===== config.mk =====
export PLATFORM = sky130hd
export DESIGN_NAME = gated_ascan_amplitude_detector_flat
export DESIGN_NICKNAME = d
export VERILOG_FILES = /design/src/sv/gaad_pkg.sv /design/src/sv/gaad_in_if.sv /design/src/sv/gaad_out_if.sv /design/src/sv/gaad_peak.sv /design/src/sv/gaad_line.sv /design/src/sv/gated_ascan_amplitude_detector.sv /design/src/flat_wrapper.sv
export SDC_FILE = /design/constraint.sdc
export NUM_CORES = 1
export LEC_CHECK = 0
export BUFFER_PORTS_ARGS = -buffer_cell sky130_fd_sc_hd__buf_2
export CAP_MARGIN = 0
export CELL_PAD_IN_SITES_DETAIL_PLACEMENT = 2
export CELL_PAD_IN_SITES_GLOBAL_PLACEMENT = 2
export CORE_ASPECT_RATIO = 0.8
export CORE_MARGIN = 10
export CORE_UTILIZATION = 38
export DETAILED_ROUTE_END_ITERATION = 8
export PLACE_DENSITY_LB_ADDON = 0.25
export RECOVER_POWER = 100
export SLEW_MARGIN = 20
export SYNTH_ARGS = -nofsm -noshare
export SYNTH_HDL_FRONTEND = slang
export SYNTH_SLANG_ARGS = --single-unit

===== constraint.sdc =====
create_clock -name clk -period 6 [get_ports clk]
set_input_delay 0.3 -clock clk [delete_from_list [all_inputs] [get_ports clk]]
set_output_delay 0.3 -clock clk [all_outputs]
set_load 0.1 [all_outputs]

===== src/sv/gaad_pkg.sv =====
// Shared types and constants for the gated A-scan amplitude detector.
// No dependencies; compile first.
package gaad_pkg;

  localparam logic [12:0] MAX_LINE_POINTS = 13'd4096;
  localparam logic [7:0]  ARM_LOW         = 8'h7F;

  typedef enum logic [2:0] {
    REG_GATE_START   = 3'd0,
    REG_GATE_STOP    = 3'd1,
    REG_AMP_MODE     = 3'd2,
    REG_GATE_SIGNED  = 3'd3,
    REG_DATA_SIGNED  = 3'd4,
    REG_LINE_LENGTH  = 3'd5,
    REG_ENCODER_MODE = 3'd6
  } cfg_reg_t;

  typedef enum logic [1:0] {
    AMP_ABS = 2'd0,
    AMP_MAX = 2'd1,
    AMP_MIN = 2'd2,
    AMP_P2P = 2'd3
  } amp_mode_t;

  typedef struct packed {
    logic [11:0] gate_start;
    logic [12:0] gate_stop;
    amp_mode_t   amp_mode;
    logic        gate_signed;
    logic        data_signed;
    logic [12:0] line_length;
    logic        encoder_mode;
  } cfg_t;

  typedef struct packed {
    logic [7:0]         sample;
    logic [11:0]        sample_pos;
    logic               shot_end;
    logic [31:0]        shot_sequence;
    logic signed [15:0] encoder_index;
  } in_item_t;

  typedef struct packed {
    logic [7:0]  amplitude;
    logic [11:0] line_index;
    logic        line_restart;
  } out_item_t;

  typedef struct packed {
    logic        produce;
    logic [11:0] index;
    logic        restart;
  } line_res_t;

endpackage


===== src/sv/gaad_in_if.sv =====
// Sample channel: valid/ready handshake carrying one A-scan sample transaction.
// Depends on gaad_pkg.
interface gaad_in_if import gaad_pkg::*; ();
  logic     valid;
  logic     ready;
  in_item_t data;

  modport source (output valid, output data, input ready);
  modport sink   (input valid, input data, output ready);
endinterface


===== src/sv/gaad_out_if.sv =====
// Result channel: valid/ready handshake carrying one amplitude transaction.
// Depends on gaad_pkg.
interface gaad_out_if import gaad_pkg::*; ();
  logic      valid;
  logic      ready;
  out_item_t data;

  modport source (output valid, output data, input ready);
  modport sink   (input valid, input data, output ready);
endinterface


===== src/sv/gaad_peak.sv =====
// Gate window check, signed/unsigned peak trackers and amplitude selection.
// Depends on gaad_pkg.
module gaad_peak import gaad_pkg::*; (
  input  logic       clk,
  input  logic       rst_n,
  input  cfg_t       cfg,
  input  logic       step,
  input  logic [7:0] sample,
  input  logic [11:0] sample_pos,
  input  logic       shot_end,
  output logic [7:0] amplitude
);

  logic signed [7:0] hi_r, lo_r;
  logic [7:0]        up_r;
  logic signed [7:0] hi_nxt, lo_nxt;
  logic [7:0]        up_nxt;
  logic              in_gate;
  logic signed [7:0] s;
  logic signed [8:0] hi9, lo9, neg_lo, v;

  assign in_gate = (sample_pos >= cfg.gate_start) && ({1'b0, sample_pos} < cfg.gate_stop);
  assign s       = $signed(sample);

  always_comb begin
    hi_nxt = (in_gate && (s > hi_r)) ? s : hi_r;
    lo_nxt = (in_gate && (s < lo_r)) ? s : lo_r;
    up_nxt = (in_gate && (sample > up_r)) ? sample : up_r;
  end

  // Amplitude is taken from the peaks including the current sample.
  assign hi9    = {hi_nxt[7], hi_nxt};
  assign lo9    = {lo_nxt[7], lo_nxt};
  assign neg_lo = -lo9;

  always_comb begin
    case (cfg.amp_mode)
      AMP_ABS: v = (lo_nxt[7] && (hi9 < neg_lo)) ? neg_lo : hi9;
      AMP_MAX: v = hi9;
      AMP_MIN: v = lo9;
      AMP_P2P: v = hi9 - lo9;
      default: v = hi9;
    endcase
    if (!cfg.data_signed) begin
      amplitude = cfg.gate_signed ? {1'b0, up_nxt[7:1]} : up_nxt;
    end else begin
      amplitude = cfg.gate_signed ? v[7:0] : {v[6:0], 1'b0};
    end
  end

  // Rearm after every end-of-shot sample.
  always_ff @(posedge clk) begin
    if (!rst_n) begin
      hi_r <= '0;
      lo_r <= ARM_LOW;
      up_r <= '0;
    end else if (step) begin
      if (shot_end) begin
        hi_r <= '0;
        lo_r <= ARM_LOW;
        up_r <= '0;
      end else begin
        hi_r <= hi_nxt;
        lo_r <= lo_nxt;
        up_r <= up_nxt;
      end
    end
  end

  a_hi_nonneg: assert property (@(posedge clk) disable iff (!rst_n) !hi_r[7])
    else $error("signed peak high went negative");

endmodule


===== src/sv/gaad_line.sv =====
// C-scan line index: sequence base tracking with wrap, or encoder range check.
// Depends on gaad_pkg.
module gaad_line import gaad_pkg::*; (
  input  logic               clk,
  input  logic               rst_n,
  input  cfg_t               cfg,
  input  logic               step_last,
  input  logic [31:0]        shot_sequence,
  input  logic signed [15:0] encoder_index,
  output line_res_t          res
);

  logic [31:0] base_r, base_nxt;
  logic        captured_r;
  logic [12:0] len;
  logic [31:0] diff;
  logic        seq_over, enc_bad, len_ok;

  assign len    = (cfg.line_length > MAX_LINE_POINTS) ? MAX_LINE_POINTS : cfg.line_length;
  assign len_ok = (len != '0);
  // Before the first shot the base is the current sequence, so the offset is zero.
  assign diff     = shot_sequence - (captured_r ? base_r : shot_sequence);
  assign seq_over = (diff[31:13] != '0) || (diff[12:0] >= len);
  assign enc_bad  = encoder_index[15] || (encoder_index[14:0] >= {2'b00, len});

  always_comb begin
    res.produce = len_ok && (!cfg.encoder_mode || !enc_bad);
    res.restart = !cfg.encoder_mode && seq_over;
    if (cfg.encoder_mode) begin
      res.index = encoder_index[11:0];
    end else begin
      res.index = seq_over ? '0 : diff[11:0];
    end
    base_nxt = base_r;
    if (!captured_r || (len_ok && !cfg.encoder_mode && seq_over)) begin
      base_nxt = shot_sequence;
    end
  end

  always_ff @(posedge clk) begin
    if (!rst_n) begin
      base_r     <= '0;
      captured_r <= 1'b0;
    end else if (step_last) begin
      base_r     <= base_nxt;
      captured_r <= 1'b1;
    end
  end

  a_base_sticky: assert property (@(posedge clk) disable iff (!rst_n)
    captured_r |=> captured_r)
    else $error("sequence base capture flag dropped");

endmodule


===== src/sv/gated_ascan_amplitude_detector.sv =====
// Gated A-scan amplitude detector: one sample transaction per clock in while
// not stalled, one amplitude transaction out per shot. Samples are registered
// on acceptance and then resolved (gate compare, peak update, line index
// subtract and compare) into the output register once it can take a result,
// so the block sustains one sample per cycle while results are taken.
// in_ch.ready stays high while the output register is empty or being taken;
// it drops only when a result is stalled and a sample waits behind it.
// Samples inside [gate_start, gate_stop) update the peaks; on a shot_end sample
// the amplitude is formed from the peaks including that sample and the peaks
// are rearmed. A shot with a zero line length, or in encoder mode an encoder
// index outside the line, yields no result. Write configuration only while idle.
// Depends on gaad_pkg, gaad_in_if, gaad_out_if, gaad_peak and gaad_line.
module gated_ascan_amplitude_detector import gaad_pkg::*; (
  input  logic        clk,
  input  logic        rst_n,
  input  logic        cfg_we,
  input  logic [2:0]  cfg_index,
  input  logic [12:0] cfg_data,
  gaad_in_if.sink     in_ch,
  gaad_out_if.source  out_ch
);

  cfg_t      cfg_r;
  logic      s1_valid_r;
  in_item_t  s1_item_r;
  logic      out_valid_r;
  out_item_t out_item_r;

  logic      out_free, s1_adv, in_accept;
  logic [7:0] amplitude;
  line_res_t line_res;

  // Configuration registers: indexed write, no read-back.
  always_ff @(posedge clk) begin
    if (!rst_n) begin
      cfg_r.gate_start   <= '0;
      cfg_r.gate_stop    <= '0;
      cfg_r.amp_mode     <= AMP_MAX;
      cfg_r.gate_signed  <= 1'b0;
      cfg_r.data_signed  <= 1'b0;
      cfg_r.line_length  <= 13'd200;
      cfg_r.encoder_mode <= 1'b0;
    end else if (cfg_we) begin
      case (cfg_reg_t'(cfg_index))
        REG_GATE_START:   cfg_r.gate_start   <= cfg_data[11:0];
        REG_GATE_STOP:    cfg_r.gate_stop    <= cfg_data;
        REG_AMP_MODE:     cfg_r.amp_mode     <= amp_mode_t'(cfg_data[1:0]);
        REG_GATE_SIGNED:  cfg_r.gate_signed  <= cfg_data[0];
        REG_DATA_SIGNED:  cfg_r.data_signed  <= cfg_data[0];
        REG_LINE_LENGTH:  cfg_r.line_length  <= cfg_data;
        REG_ENCODER_MODE: cfg_r.encoder_mode <= cfg_data[0];
        default: ;
      endcase
    end
  end

  // Advance the input stage whenever the output register can take a result.
  assign out_free     = !out_valid_r || out_ch.ready;
  assign s1_adv       = s1_valid_r && out_free;
  assign in_ch.ready  = !s1_valid_r || out_free;
  assign in_accept    = in_ch.valid && in_ch.ready;

  always_ff @(posedge clk) begin
    if (!rst_n) begin
      s1_valid_r <= 1'b0;
    end else if (in_accept) begin
      s1_valid_r <= 1'b1;
    end else if (s1_adv) begin
      s1_valid_r <= 1'b0;
    end
  end

  always_ff @(posedge clk) begin
    if (in_accept) begin
      s1_item_r <= in_ch.data;
    end
  end

  gaad_peak u_peak (
    .clk        (clk),
    .rst_n      (rst_n),
    .cfg        (cfg_r),
    .step       (s1_adv),
    .sample     (s1_item_r.sample),
    .sample_pos (s1_item_r.sample_pos),
    .shot_end   (s1_item_r.shot_end),
    .amplitude  (amplitude)
  );

  gaad_line u_line (
    .clk           (clk),
    .rst_n         (rst_n),
    .cfg           (cfg_r),
    .step_last     (s1_adv && s1_item_r.shot_end),
    .shot_sequence (s1_item_r.shot_sequence),
    .encoder_index (s1_item_r.encoder_index),
    .res           (line_res)
  );

  // Output register: load on a producing shot end, drop once taken.
  always_ff @(posedge clk) begin
    if (!rst_n) begin
      out_valid_r <= 1'b0;
    end else if (s1_adv) begin
      out_valid_r <= s1_item_r.shot_end && line_res.produce;
    end else if (out_ch.ready) begin
      out_valid_r <= 1'b0;
    end
  end

  always_ff @(posedge clk) begin
    if (s1_adv) begin
      out_item_r.amplitude    <= amplitude;
      out_item_r.line_index   <= line_res.index;
      out_item_r.line_restart <= line_res.restart;
    end
  end

  assign out_ch.valid = out_valid_r;
  assign out_ch.data  = out_item_r;

  a_out_from_shot_end: assert property (@(posedge clk) disable iff (!rst_n)
    $rose(out_valid_r) |-> $past(s1_valid_r && s1_item_r.shot_end))
    else $error("result raised without an end-of-shot sample");

  a_restart_at_zero: assert property (@(posedge clk) disable iff (!rst_n)
    (out_valid_r && out_item_r.line_restart) |-> (out_item_r.line_index == '0))
    else $error("line restart with nonzero line index");

  a_stall_only_full: assert property (@(posedge clk) disable iff (!rst_n)
    !in_ch.ready |-> (s1_valid_r && out_valid_r && !out_ch.ready))
    else $error("input stalled while a stage was free");

endmodule

===== src/flat_wrapper.sv =====
// flat-port wrapper written by rule: the top's interface ports become plain ports
module gated_ascan_amplitude_detector_flat import gaad_pkg::*;
  (clk, rst_n, cfg_we, cfg_index, cfg_data, in_ch_valid, in_ch_data, in_ch_ready, out_ch_valid, out_ch_data, out_ch_ready);
  gaad_in_if in_ch_i ();
  gaad_out_if out_ch_i ();
  input  logic clk;
  input  logic rst_n;
  input  logic cfg_we;
  input  logic [2:0] cfg_index;
  input  logic [12:0] cfg_data;
  input wire logic [$bits(in_ch_i.valid)-1:0] in_ch_valid;
  input wire logic [$bits(in_ch_i.data)-1:0] in_ch_data;
  output wire logic [$bits(in_ch_i.ready)-1:0] in_ch_ready;
  output wire logic [$bits(out_ch_i.valid)-1:0] out_ch_valid;
  output wire logic [$bits(out_ch_i.data)-1:0] out_ch_data;
  input wire logic [$bits(out_ch_i.ready)-1:0] out_ch_ready;
  assign in_ch_i.valid = in_ch_valid;
  assign in_ch_i.data = in_ch_data;
  assign in_ch_ready = in_ch_i.ready;
  assign out_ch_valid = out_ch_i.valid;
  assign out_ch_data = out_ch_i.data;
  assign out_ch_i.ready = out_ch_ready;
  gated_ascan_amplitude_detector u_core (.clk(clk), .rst_n(rst_n), .cfg_we(cfg_we), .cfg_index(cfg_index), .cfg_data(cfg_data), .in_ch(in_ch_i), .out_ch(out_ch_i));
endmodule

==> summary by stage, run 1 <==
Final layout
Of the cells placed in the final design, the portion with a size suffix greater than 1 is 0.101. The area growth from synthesis to layout is 16.0%. At the end of the flow the core is filled with cells to 0.450. The filler cell count in the final layout is 3663. At the end of the flow, the number of nets in the layout was 1789.

Clocking
The TritonCTS clock tree is built. The number of H-tree levels is 4. The later-pin clock latency in the skew report is 470 ps. The clock-pin transition on the worst setup and hold timing paths is 90 ps. The tree is rooted in a clkbuf_16. The tree built by TritonCTS fans out to 192 sinks. The longest clock path from root to sink contains 2 buffers. Once the clock tree was built, the setup fixing pass inserted 0 buffers. Buffers inserted during clock tree synthesis total 17.

Setup path
The most frequent cell on the critical path is ha_1. Along the worst path, the maximum fanout reaches 7. The gate family responsible for the most delay along the worst path is compound AO/OA/AOI/OAI gates. The number of buffers and inverters on the critical path is 1.

For this run, the slowest stage of the critical path takes 520 ps. Traced cell by cell, the critical path runs through ha_1 > a21o_1 > a2111oi_1 > a2bb2oi_1 > nand3_1 > o21ai_2 > a21boi_1 > ha_1 > inv_1 > or3_1 > nor3_1 > a41oi_1 > xor2_1 > ha_1 > o21ai_0 > a21oi_1 > a211oi_4 > nand2_1 > mux2i_1 > o211ai_1 > mux4_2. The critical path's slowest cell is edfxtp_1. The critical path arrival is 5720 ps.

The worst setup path is of the flip-flop to flip-flop kind. STA puts the critical path data required time at 6200 ps. STA classifies the critical path startpoint as a flip-flop. The type of element capturing the critical path is a flip-flop.

Drt
Once detail routing completed, the nets flagged for antenna violations numbered 0. For this block, the initial DRC count from the detailed router was 802. For this block, the routed nets add up to 48200 microns of wire. Using the TritonRoute via totals, the vias-per-cell ratio works out to 5.79. In the routed design, unresolved DRC markers number 0. The via total after detailed routing is 11700. The wire length per cell is 23.8 microns. The number of detailed-routing iterations run before antenna repair is 5.

STA
Setup violations remaining at the end of the flow were counted as 0. At the pin with the least slew margin, the transition time is 3820 ps. The worst-case headroom to the max-slew limit is -1.54.

The number of slew-limit violations in the final report is 182. Based on the critical path, the design can be clocked at up to 0.181 GHz. In the final timing run, aggregate negative setup slack is 0 ps.

Setup repair after global routing left no endpoint under its margin. The worst clock skew is 19.9 ps. The number of endpoints with negative hold slack in the final report came to 0. The minimum clock period is 5520 ps. The final critical-path share of the clock period is 0.920.

Placed design
The final weighted congestion in routability-driven placement is 0.906. The wire-length estimate of the detail-placed layout is 36100 microns. The number of port buffers is 112.

Floorplanning
The full die area is 41200 sq um. For this design the top-level I/O count stands at 113. The vertical extent of the die is 184 microns. The standard cell core area is 32800 sq um. The die outline width is 225 microns.

The floorplan has 59 rows. The starting density of the core is 0.388.

Logic synthesis
Of all cell types, the one taking the most synthesized area is edfxtp_1. The share of the synthesized area in the top cell type is 0.213. The post-synthesis sequential element count is 192. Synthesis instantiated 82 different standard cells from the library. The number of synthesized flops with an enable pin is 90. The yosys synthesis warning count is 0. For this run, the leading register cell type out of synthesis is dfxtp_1.

A synthesized cell averages 8.84 sq um. The proportion of synthesized chip area in sequential cells is 0.373. The total nets after synthesis is 1647. Synthesis handed over a netlist of 1438 instances. The async set or reset register ratio after synthesis is 0. Ranked by total cell area, the synthesized netlist is headed by edfxtp_1 21%, dfxtp_1 16%, ha_1 12%. The cell area that synthesis handed to floorplanning was 12700 sq um.

Global route
For this run, the total global-route usage over all layers was measured as 0.234. The aggregate global routing overflow is 0. The first global-routing pass estimated 75700 microns of wire. Entering global routing, the biggest net connects 78 pins. The initial antenna violation count is 5. The via count of the first global-routing pass is 12900.

Power and ir drop
The post-route total power is 3.61 mW. In this run the power density over the cells is 245 nW/um^2. The leakage dissipation is 5.88 nW. The worst-case IR drop observed on VDD is 200 uV.

Worst hold path
The type of the most critical hold path is primary input to flip-flop.

Run
The max-capacitance violation count is 4.

Status
The flow ran to the end, but the final reports show violations. The checks that failed: max-capacitance violations, max-slew violations.
## per-layer routing
metal  share of wire  track usage  routed length [microns]  vias up
met5         0.00071            0                       34        -
li1                -            -                        -     5498
met3           0.039       0.0399                     1860       45
met4           0.012       0.0519                      576        6
met1            0.48        0.314                    23200     5954
met2            0.47        0.386                    22600      214
## worst paths after layout
check	endpoint	cells past startpoint	slack (ps)	startpoint
max	u_core.out_ch.data[19]	21	480	u_core.s1_item_r[66]
min	u_core.s1_item_r[26]	1	10	in_ch_data[26]
max reg2reg	u_core.out_ch.data[19]	21	480	u_core.s1_item_r[66]
min reg2reg	u_core.u_line.base_r[28]	2	460	u_core.u_line.base_r[28]
## power by group
group | internal, mW | total [mW] | leakage (nW) | switching (mW)
sequential | 1.44 | 1.49 | 1.70 | 0.0542
clock | 0.551 | 1.16 | 0.274 | 0.610
combinational | 0.351 | 0.958 | 3.90 | 0.606
total | 2.34 | 3.61 | 5.88 | 1.27
## per-stage QoR
stage / cells / cell area [sq um] / hold WS, ps / setup slack [ps]
finish: 2022 / 14700 / 11.1 / 481
global route: 2021 / 14700 / 3.04 / 33.1
CTS: 2019 / 14800 / 0.0662 / 225
detailed placement: 1939 / 13700 / 451 / 313
global placement: 1939 / 13700 / 441 / 556
floorplan: 1438 / 12700 / 399 / 534
## cell type report
class | instances | area, sq um | share of cell area
Multi-Input combinational cell | 1096 | 7390 | 0.501
Antenna cell | 2 | 5.00 | 0.000339
Timing Repair Buffer | 187 | 1190 | 0.0804
Inverter | 86 | 323 | 0.0219
Sequential cell | 192 | 4750 | 0.322
Clock buffer | 19 | 433 | 0.0294
Clock inverter | 13 | 125 | 0.00848
Tap cell | 427 | 534 | 0.0362
## Yosys cell counts, drive strengths merged (16+ instances only)
master,n
o21a,16
clkbuf,53
a21o,26
nor2,75
nand2,277
ha,118
edfxtp,90
mux2i,82
nor2b,20
a21oi,107
dfxtp,102
nand3,19
a211oi,21
o21ai,56
nand4,23
inv,84
## cell usage in the layout, fill, tap and decap left out, types with 14 or more instances in the layout
master,n
xnor2_1,14
nand4_1,23
dfxtp_1,101
nor2_1,74
edfxtp_1,90
buf_4,21
a21o_1,26
o21ai_0,51
o211ai_1,14
nand2_1,277
o21a_1,16
nor3_1,14
dlygate4sd3_1,48
clkbuf_1,38
a21oi_1,107
a22oi_1,14
a211oi_1,19
nor2b_1,20
clkbuf_16,17
nand3_1,19
ha_1,118
mux2i_1,82
inv_1,84
buf_2,79
## logic make-up (layout without fill, tap and decap cells)
group,count (synthesis),count (layout),share of synthesized area
adders and majority gates,119,119,0.118
and+or+nand+nor,516,516,0.189
buffers and inverters,150,305,0.0464
AOI/OAI and AO/OA,339,339,0.175
xor gates and xnor gates,26,26,0.0190
other,0,2,0
DFF,192,192,0.373
muxes,96,96,0.0796
## registers in the layout, indices dropped and copies added, names as in the netlist
register                  flops
u_core.s1_item_r             69
u_core.cfg_r                 43
u_core.u_line.base_r         32
u_core.out_ch.data           21
u_core.u_peak.hi_r            8
u_core.u_peak.lo_r            8
u_core.u_peak.up_r            8
u_core.out_ch.valid           1
u_core.s1_valid_r             1
u_core.u_line.captured_r      1
## what timing repair did
action	in CTS	in global routing
resized for setup	0	6
hold buffers	48	0
endpoints found under the setup margin	0	7
endpoints found under the hold margin	48	0
Note: power is estimated with default switching activity, not from simulation.
==> run 2, diff against run 1 <==
--- a/config.mk
+++ b/config.mk
@@ -11,10 +11,9 @@
 export CELL_PAD_IN_SITES_GLOBAL_PLACEMENT = 2
 export CORE_ASPECT_RATIO = 0.8
 export CORE_MARGIN = 10
-export CORE_UTILIZATION = 38
+export CORE_UTILIZATION = 33
 export DETAILED_ROUTE_END_ITERATION = 8
 export PLACE_DENSITY_LB_ADDON = 0.25
-export RECOVER_POWER = 100
 export SLEW_MARGIN = 20
 export SYNTH_ARGS = -nofsm -noshare
 export SYNTH_HDL_FRONTEND = slang
==> constraint.sdc (replaced) <==
create_clock -name clk -period 6 [get_ports clk]
set_input_delay 0.3 -clock clk [delete_from_list [all_inputs] [get_ports clk]]
set_output_delay 0.3 -clock clk [all_outputs]
set_load 0.005 [all_outputs]
==> run 2 against run 1 <==
Compared with the run above:
- the run now ends clean
- count of clock-buffer cells in the layout up 2
- cell area rose by 3.1%
- setup slack worse by 57 ps
- register-to-register slack worse by 60 ps
- clock skew down 5.1 ps
- clock power increased by 4%
- sequential share of layout area decreased by 0.96 points
- critical path type unchanged
- via count decreased by 0.17%
- sequential power about the same
==> summary by stage, run 2 (same netlist as run 1, synthesis figures left out) <==
Status
The run finished with clean final reports.

Run
The max-capacitance violation count is 0.

Setup path
The most frequent cell on the critical path is ha_1. Tracing the worst setup path back leads to its startpoint at u_core.s1_item_r[66]. The worst register-to-register path ends at u_core.out_ch.data[19]. STA classifies the critical path startpoint as a flip-flop. STA puts the critical path data arrival time at 5800 ps.

The gate family responsible for the most delay along the worst path is compound AO/OA/AOI/OAI gates. The slack of the worst reg-to-reg path is 420 ps. The startpoint identified for the worst register-to-register timing path is u_core.s1_item_r[66]. Along the worst path, the maximum fanout reaches 7. The number of buffers and inverters on the critical path is 1. The end point of the critical path is u_core.out_ch.data[19]. The critical path class is flip-flop to flip-flop. In this run the number of cells on the critical path is 21. The cell count of the worst reg-to-reg path is 21. On the worst path, the slowest cell contributes a delay of 520 ps. The slowest stage of the critical path is the edfxtp_1 cell.

The critical path goes through ha_1 > a21o_1 > a2111oi_0 > a2bb2oi_1 > nand3_1 > o21ai_1 > a21boi_0 > ha_1 > inv_1 > or3_1 > nor3_1 > a41oi_1 > xor2_1 > ha_1 > o21ai_0 > a21oi_1 > a211oi_4 > and2_0 > o311ai_0 > o211a_1 > mux4_2. The type of element capturing the critical path is a flip-flop. The critical path required time is 6220 ps.

STA
The worst setup margin is 424 ps. The number of endpoints with negative hold slack in the final report is 0. Setup violations remaining at the end of the flow were counted as 0. The number of slew-limit violations in the final report is 0. The worst-case headroom to the max-slew limit is 0.289.

Counting I/O delays and the setup requirement, the final critical path takes 5580 ps. The final total negative setup slack is 0 ps. Setup repair after global routing left no endpoint under its margin. The worst clock skew is 14.8 ps.

The final critical-path share of the clock period is 0.929. Derived from the worst setup path, the maximum achievable clock frequency is 0.179 GHz. The slew at the pin with the worst max-slew slack is 1060 ps.

Drt
After detailed routing, the average wire length per cell comes to 22.6 microns. The number of DRC violations after detailed-routing iteration 0 is 710. Wires add up to 47800 microns.

For this run, design rule violations remaining after detail routing come to 0. The number of nets with antenna violations after detailed routing is 0. The per-cell via count in the routed design is 5.54. The first detailed-routing pass took 5 iterations. The via total after detailed routing is 11700.

Global route
Across every metal layer, demand over resource in global routing totals 0.207. For this run the aggregate overflow at the end of global routing stands at 0. The first global-routing pass estimated 75100 microns of wire. The via count of the first global-routing pass is 12600. Entering global routing, the biggest net connects 78 pins.

The initial antenna violation count was 2.

Power and ir drop
The power per cell area is 238 nW/um^2. The leakage dissipation is 6.12 nW. The peak supply drop is 200 uV. The post-route total power is 3.61 mW.

Clocking
The H-tree was split into 4 levels. The clock-pin transition on the worst setup and hold timing paths is 80 ps. The later-pin clock latency in the skew report is 490 ps.

The clock passes through at most 2 buffers. CTS saw 192 sinks. The cell sitting at the root of the clock tree is a clkbuf_16. Once the clock tree was built, the setup fixing pass inserted 0 buffers.

The clock buffer count from CTS is 17. TritonCTS built the clock tree.

Floorplanning
For this configuration, the core starts out at a cell density of 0.334. During I/O placement, the number of pins put on the boundary was 113. From bottom edge to top edge, the die measures 196 microns. The die outline width is 239 microns. The region available for standard cell placement spans 38100 sq um. The number of core rows is 64. The die covers 46800 sq um.

Placed design
The HPWL reported at the end of detailed placement is 36000 microns. The pre-CTS setup slack is 380 ps. Routability-driven placement finished with a final weighted congestion of 0.876. In this run the tool buffered the top-level ports with 112 buffer cells.

The cell area reported after detailed placement is 13900 sq um.

Final layout
Summing all non-filler instances in the final layout gives an area of 15200 sq um. The top cell types in the final layout, fill and taps aside, are 277 x nand2_1, 118 x ha_1, 112 x buf_2. The layout-stage area growth over the synthesis result is 19.6%. The commonest non-fill, non-tap cell in the layout is nand2_1. The total inserted antenna cells is 0.

More flip-flops sit in one register than any other, and that register is u_core.s1_item_r. The number of flip-flops under the largest register name is 69. The utilization after layout is 0.399.

In the final layout, the share of cells above drive strength 1 is 0.127. The net count of the finished layout is 1814. In the final layout, the registers with the most flip-flops are u_core.s1_item_r x69, u_core.cfg_r x43, u_core.u_line.base_r x32.

Worst hold path
Counting instances, the worst hold path has a depth of 1. The worst hold path belongs to the class primary input to flip-flop.
[run 2: worst min path at each step]
stage	from	slack, ps	to
3_3_place_gp	u_core.u_line.base_r[24]	440	u_core.u_line.base_r[24]
3_5_place_dp	u_core.cfg_r[29]	450	u_core.cfg_r[29]
6_report	in_ch_data[13]	40	u_core.s1_item_r[13]
2_1_floorplan	in_ch_data[0]	400	u_core.s1_item_r[0]
5_1_grt	in_ch_data[13]	10	u_core.s1_item_r[13]
4_1_cts	in_ch_data[13]	20	u_core.s1_item_r[13]
[run 2: what timing repair did]
item,4_1_cts,5_1_grt
endpoints found under the hold margin,68,0
setup endpoints to repair,0,6
hold buffers,68,0
gates resized for setup,0,2
[run 2: per-layer routing]
metal  vias up  track usage  share of wire
met4         4       0.0487          0.012
met3        39       0.0357          0.039
met2       210        0.321           0.45
met5         -            0        0.00044
met1      5897        0.292           0.50
li1       5547            -              -
[run 2: cell type report]
type	count	area, sq um
fillers	4198	22900
multi-input cells	1096	7410
repair buffers	212	1510
clock buffers	21	492
inverters	86	323
well taps	495	619
flip-flops and latches	192	4750
clock inverters	11	108
[run 2: where the power goes]
part / total, mW / switching [mW] / internal [mW]
clock: 1.21 / 0.599 / 0.607
combinational: 0.918 / 0.550 / 0.367
sequential: 1.49 / 0.0542 / 1.43
[run 2: metrics by stage]
step / instances / hold slack (ps)
floorplan: 1438 / 399
global placement: 2012 / 441
detailed placement: 2012 / 450
CTS: 2112 / 18.9
global route: 2113 / 12.4
finish: 2113 / 36.1
